===== src/rtl/fed_pkg.sv =====
// fed_pkg: shared constants for the feedback echo delay block.
// Register index codes, Q1.15 gain limits and rounding constants.
// No dependencies.
package fed_pkg;

    localparam int CFG_INDEX_W = 2;
    localparam int CFG_DATA_W  = 18;
    localparam int DELAY_W     = 18;
    localparam int FB_W        = 15;
    localparam int MIX_W       = 16;

    localparam logic [CFG_INDEX_W-1:0] REG_DELAY    = 2'd0;
    localparam logic [CFG_INDEX_W-1:0] REG_FEEDBACK = 2'd1;
    localparam logic [CFG_INDEX_W-1:0] REG_MIX      = 2'd2;

    localparam logic [DELAY_W-1:0] DELAY_RESET    = 18'd24000;
    localparam logic [FB_W-1:0]    FEEDBACK_RESET = 15'd16384;
    localparam logic [MIX_W-1:0]   MIX_RESET      = 16'd16384;

    localparam logic [FB_W-1:0]  FB_CAP = 15'd32440;
    localparam logic [MIX_W-1:0] UNITY  = 16'd32768;

    localparam int Q_SHIFT    = 15;
    localparam int ROUND_BIAS = 16384;
    localparam int CH_SLOTS   = 2;

endpackage


===== src/rtl/fed_mix.sv =====
// fed_mix: rounding, feedback sum and saturation of the registered products.
// Produces the mixed output sample and the value written back to the store.
// Depends on fed_pkg.
module fed_mix #(
    parameter int SAMPLE_BITS = 16
) (
    input  logic signed [SAMPLE_BITS+16:0] wet_prod,
    input  logic signed [SAMPLE_BITS+16:0] dry_prod,
    input  logic signed [SAMPLE_BITS+15:0] fb_prod,
    input  logic signed [SAMPLE_BITS-1:0]  dry_sample,
    output logic signed [SAMPLE_BITS-1:0]  mix_sample,
    output logic signed [SAMPLE_BITS-1:0]  store_sample
);

    localparam int MW = SAMPLE_BITS + 17;
    localparam int SW = MW + 1;
    localparam int FW = SAMPLE_BITS + 16;
    localparam int GW = FW + 1;

    localparam logic signed [SW-1:0] Y_HI = {{(SW-SAMPLE_BITS+1){1'b0}}, {(SAMPLE_BITS-1){1'b1}}};
    localparam logic signed [SW-1:0] Y_LO = ~Y_HI;
    localparam logic signed [GW-1:0] W_HI = {{(GW-SAMPLE_BITS+1){1'b0}}, {(SAMPLE_BITS-1){1'b1}}};
    localparam logic signed [GW-1:0] W_LO = ~W_HI;

    logic signed [SW-1:0] mix_sum;
    logic signed [SW-1:0] mix_round;
    logic signed [GW-1:0] fb_sum;
    logic signed [GW-1:0] fb_round;
    logic signed [GW-1:0] store_sum;

    assign mix_sum   = SW'(wet_prod) + SW'(dry_prod) + SW'(fed_pkg::ROUND_BIAS);
    assign mix_round = mix_sum >>> fed_pkg::Q_SHIFT;
    assign fb_sum    = GW'(fb_prod) + GW'(fed_pkg::ROUND_BIAS);
    assign fb_round  = fb_sum >>> fed_pkg::Q_SHIFT;
    assign store_sum = fb_round + GW'(dry_sample);

    always_comb
    begin
        if (mix_round > Y_HI)
        begin
            mix_sample = Y_HI[SAMPLE_BITS-1:0];
        end
        else if (mix_round < Y_LO)
        begin
            mix_sample = Y_LO[SAMPLE_BITS-1:0];
        end
        else
        begin
            mix_sample = mix_round[SAMPLE_BITS-1:0];
        end
    end

    always_comb
    begin
        if (store_sum > W_HI)
        begin
            store_sample = W_HI[SAMPLE_BITS-1:0];
        end
        else if (store_sum < W_LO)
        begin
            store_sample = W_LO[SAMPLE_BITS-1:0];
        end
        else
        begin
            store_sample = store_sum[SAMPLE_BITS-1:0];
        end
    end

endmodule

===== config.mk =====
export PLATFORM = sky130hd
export DESIGN_NAME = fed_mix
export DESIGN_NICKNAME = d
export VERILOG_FILES = /design/src/rtl/fed_pkg.sv /design/src/rtl/fed_mix.sv
export SDC_FILE = /design/constraint.sdc
export NUM_CORES = 1
export LEC_CHECK = 0
export ABC_AREA = 1
export BUFFER_PORTS_ARGS = -buffer_cell sky130_fd_sc_hd__buf_4
export CAP_MARGIN = 40
export CORE_UTILIZATION = 40
export DETAILED_ROUTE_END_ITERATION = 8
export PLACE_DENSITY = 0.63
export SYNTH_ARGS = -nofsm -noshare
export SYNTH_HDL_FRONTEND = slang
export SYNTH_SLANG_ARGS = --single-unit

===== constraint.sdc =====
create_clock -name vclk -period 3.3
set_input_delay 0.165 -clock vclk [all_inputs]
set_output_delay 0.165 -clock vclk [all_outputs]
set_load 0.05 [all_outputs]

==> impl_metrics.toml <==
[timing]
period_minus_slack_ns = 3.215
setup_viol = 0
grt_setup_unrepaired = "true"
slew_headroom = 0.7709
post-route-period-util = 0.9743
tns_ns = 0
drv_slew = 0
finalHoldViolCount = 0
clock.fmax_ghz = 0.3110
tightest_slew_ns = 0.3401

[hold_path]
holdPathEnd = "store_sample[0]"
hold_path_startpoint = "dry_sample[0]"
hold_class = "input pin to primary output"
holdPathStages = 5

[cells_and_area]
layout.nets = 1087
finalInstanceArea_um2 = 5837
synthToLayoutAreaGrowth_pct = 45.01
final_cell_count_no_fill = 1019
regArea_um2 = 0
diodes = 0
n_fill_cell = 995
clkbuf_count = 0
design.seq.count = 0
drive_gt1_frac = 0.2856

[grt]
antenna_found_initial = 0
grt_max_degree = 16
grt_pass1_vias = 4485
grt_overflow = 0
grt_pass1_wl_mm = 19.42
grt_usage = 0.2236

[drt]
routedWlPerCell_um = 11.56
drt_first_pass_iters = 4
avgViaCountPerCell = 4.789
drt-initial-drc-count = 87
wl_mm = 11.78
ant_nets = 0
drc = 0
vias = 4880

[die]
core_um2 = 9774
io_pins = 146
rows = 36
start_util = 0.4118
die_height_um = 102.3
dieArea_um2 = 10470
die_w_um = 102.3

[power]
p_total_mw = 1.834
cellLeakagePower_nw = 3.363
cellPowerDensity_nw_per_um2 = 314.1
ir_worst_vdd_uv = 183.8

[synthesis]
syn_avg_cell_area_um2 = 5.606
syn_nets = 917
ys_warn_count = 0
synth_area_leaders = "ha_1 26%, nand2_1 26%, inv_1 10%, xor2_1 5.7%, nor2_1 5.5%"
syn_inst = 718
synth_area_um2 = 4025
yosysSeqAreaShare = 0
ys_types = 36
synth_top_area_cell = "ha_1"
synth_top_area_frac = 0.2611

[critical_path]
critical_path_required_ns = 3.13
crit_fanout = 8
critPathKind = "input pin to primary output"
cp-end-kind = "primary output"
cp-start-kind = "input pin"
cp.arrival_ns = 3.05

[placed_design]
portBuffers = 132
dp_hpwl_mm = 10.02
globalplace.congestion = 0.8828
dp.cells = 1007
placed_area_um2 = 5350

[run]
max_cap_viol_count = 0

[status]
status = "finished clean"
-- cells in the final DEF (no fill, tap or decap), drive strengths merged --
cell type / count
nand3: 27
o21ai: 10
ha: 84
a31oi: 3
nand3b: 2
or2: 1
o21a: 2
xor2: 27
fa: 1
nand2: 289
buf: 172
o311ai: 1
nor2: 62
inv: 110
o211ai: 1
a21oi: 46
o21bai: 10
nor3: 8
and3: 3
xnor2: 12
nand4: 12
a21o: 1
a21boi: 2
-- critical path: stages --
cell and delay [ns]:
buf_8 0.09, nand3_4 0.08, nor3_4 0.12, nand2_1 0.08, nor2_2 0.14, nand3_2 0.13, nor2_4 0.11, nand3_2 0.09
nor2_2 0.11, buf_4 0.12, xor2_2 0.19, ha_4 0.25, buf_6 0.13, nand4_4 0.10, a21oi_1 0.06, nor2_2 0.13
nand3_2 0.08, or2_1 0.23, nand2_2 0.11, inv_4 0.08, nand2_8 0.12, nand2_1 0.08, nand2_1 0.08, buf_6 0.16
-- kinds of logic after synthesis --
group / after synthesis / share of synthesized area
buffers and inverters: 115 / 0.1150
adder cells (fa/ha/maj): 85 / 0.2661
AO/OA/AOI/OAI: 76 / 0.1119
XOR/XNOR: 39 / 0.08953
AND/OR/NAND/NOR: 403 / 0.4175
-- synthesized netlist by cell type --
master	n
a21boi_0	1
a21boi_1	1
a21o_1	1
a21oi_1	43
a21oi_2	3
a31oi_1	3
and3_1	3
buf_2	1
buf_6	4
fa_1	1
ha_1	84
inv_1	107
inv_2	3
nand2_1	275
nand2_2	12
nand2_4	1
nand3_1	24
nand3_2	3
nand3b_1	2
nand4_1	11
nand4_2	1
nor2_1	59
nor2_2	3
nor3_1	6
nor3_2	2
o211ai_1	1
o21a_1	2
o21ai_0	7
o21ai_1	2
o21ai_4	1
o21bai_1	10
o311ai_0	1
or2_1	1
xnor2_1	12
xor2_1	26
xor2_4	1
-- where the power goes --
group | leakage [nW] | total (mW) | internal [mW] | switching, mW
Sequential | 0 | 0 | 0 | 0
Clock | 0 | 0 | 0 | 0
Combinational | 3.36 | 1.83 | 0.679 | 1.16
-- per-stage QoR --
| step | setup WS (ns) | utilization | hold WS [ns] |
|---|---|---|---|
| after CTS | 0.007361 | 0.5742 | 0.8273 |
| after global placement | -0.1719 | 0.5474 | 0.8367 |
| after global routing | -0.1290 | 0.5972 | 0.8427 |
| after detailed placement | -0.2488 | 0.5474 | 0.8420 |
| after floorplan | 0.05361 | - | 0.7820 |
| final | 0.08484 | 0.5972 | 0.8009 |
-- cell type report --
cell class                 count  area [um2]  area share
timing repair buffer         172        1404      0.2405
multi-input combinational    604        3849      0.6594
tap                          133       166.4     0.02851
inverter                     110       417.9     0.07160
-- timing repair --
item	in CTS	in global routing
endpoints found under the setup margin	16	16
pin swaps	13	19
hold buffers	0	0
setup buffers	10	1
endpoints found under the hold margin	0	0
gates resized for setup	44	52
cloned	1	0
-- worst max-delay path by stage --
stage | end | depth (start not counted) | from | slack, ns
floorplan | store_sample[9] | 23 | fb_prod[14] | 0.05
global placement | store_sample[13] | 26 | fb_prod[14] | -0.17
detailed placement | store_sample[0] | 26 | fb_prod[14] | -0.25
CTS | store_sample[13] | 26 | fb_prod[14] | 0.007
global route | store_sample[14] | 24 | fb_prod[14] | -0.13
finish | store_sample[14] | 24 | fb_prod[14] | 0.08
-- per-layer routing --
metal  up-vias  share of wire  GRT usage  routed length, um
met1      2152           0.50     0.3210               5848
met2        96           0.46     0.3893               5429
li1       2626              -          -                  -
met3         6          0.036   0.006156                419
met5         -              0          0                  0
met4         0         0.0066   0.008791                 78
No activity file was read; power rests on OpenSTA's default activity.
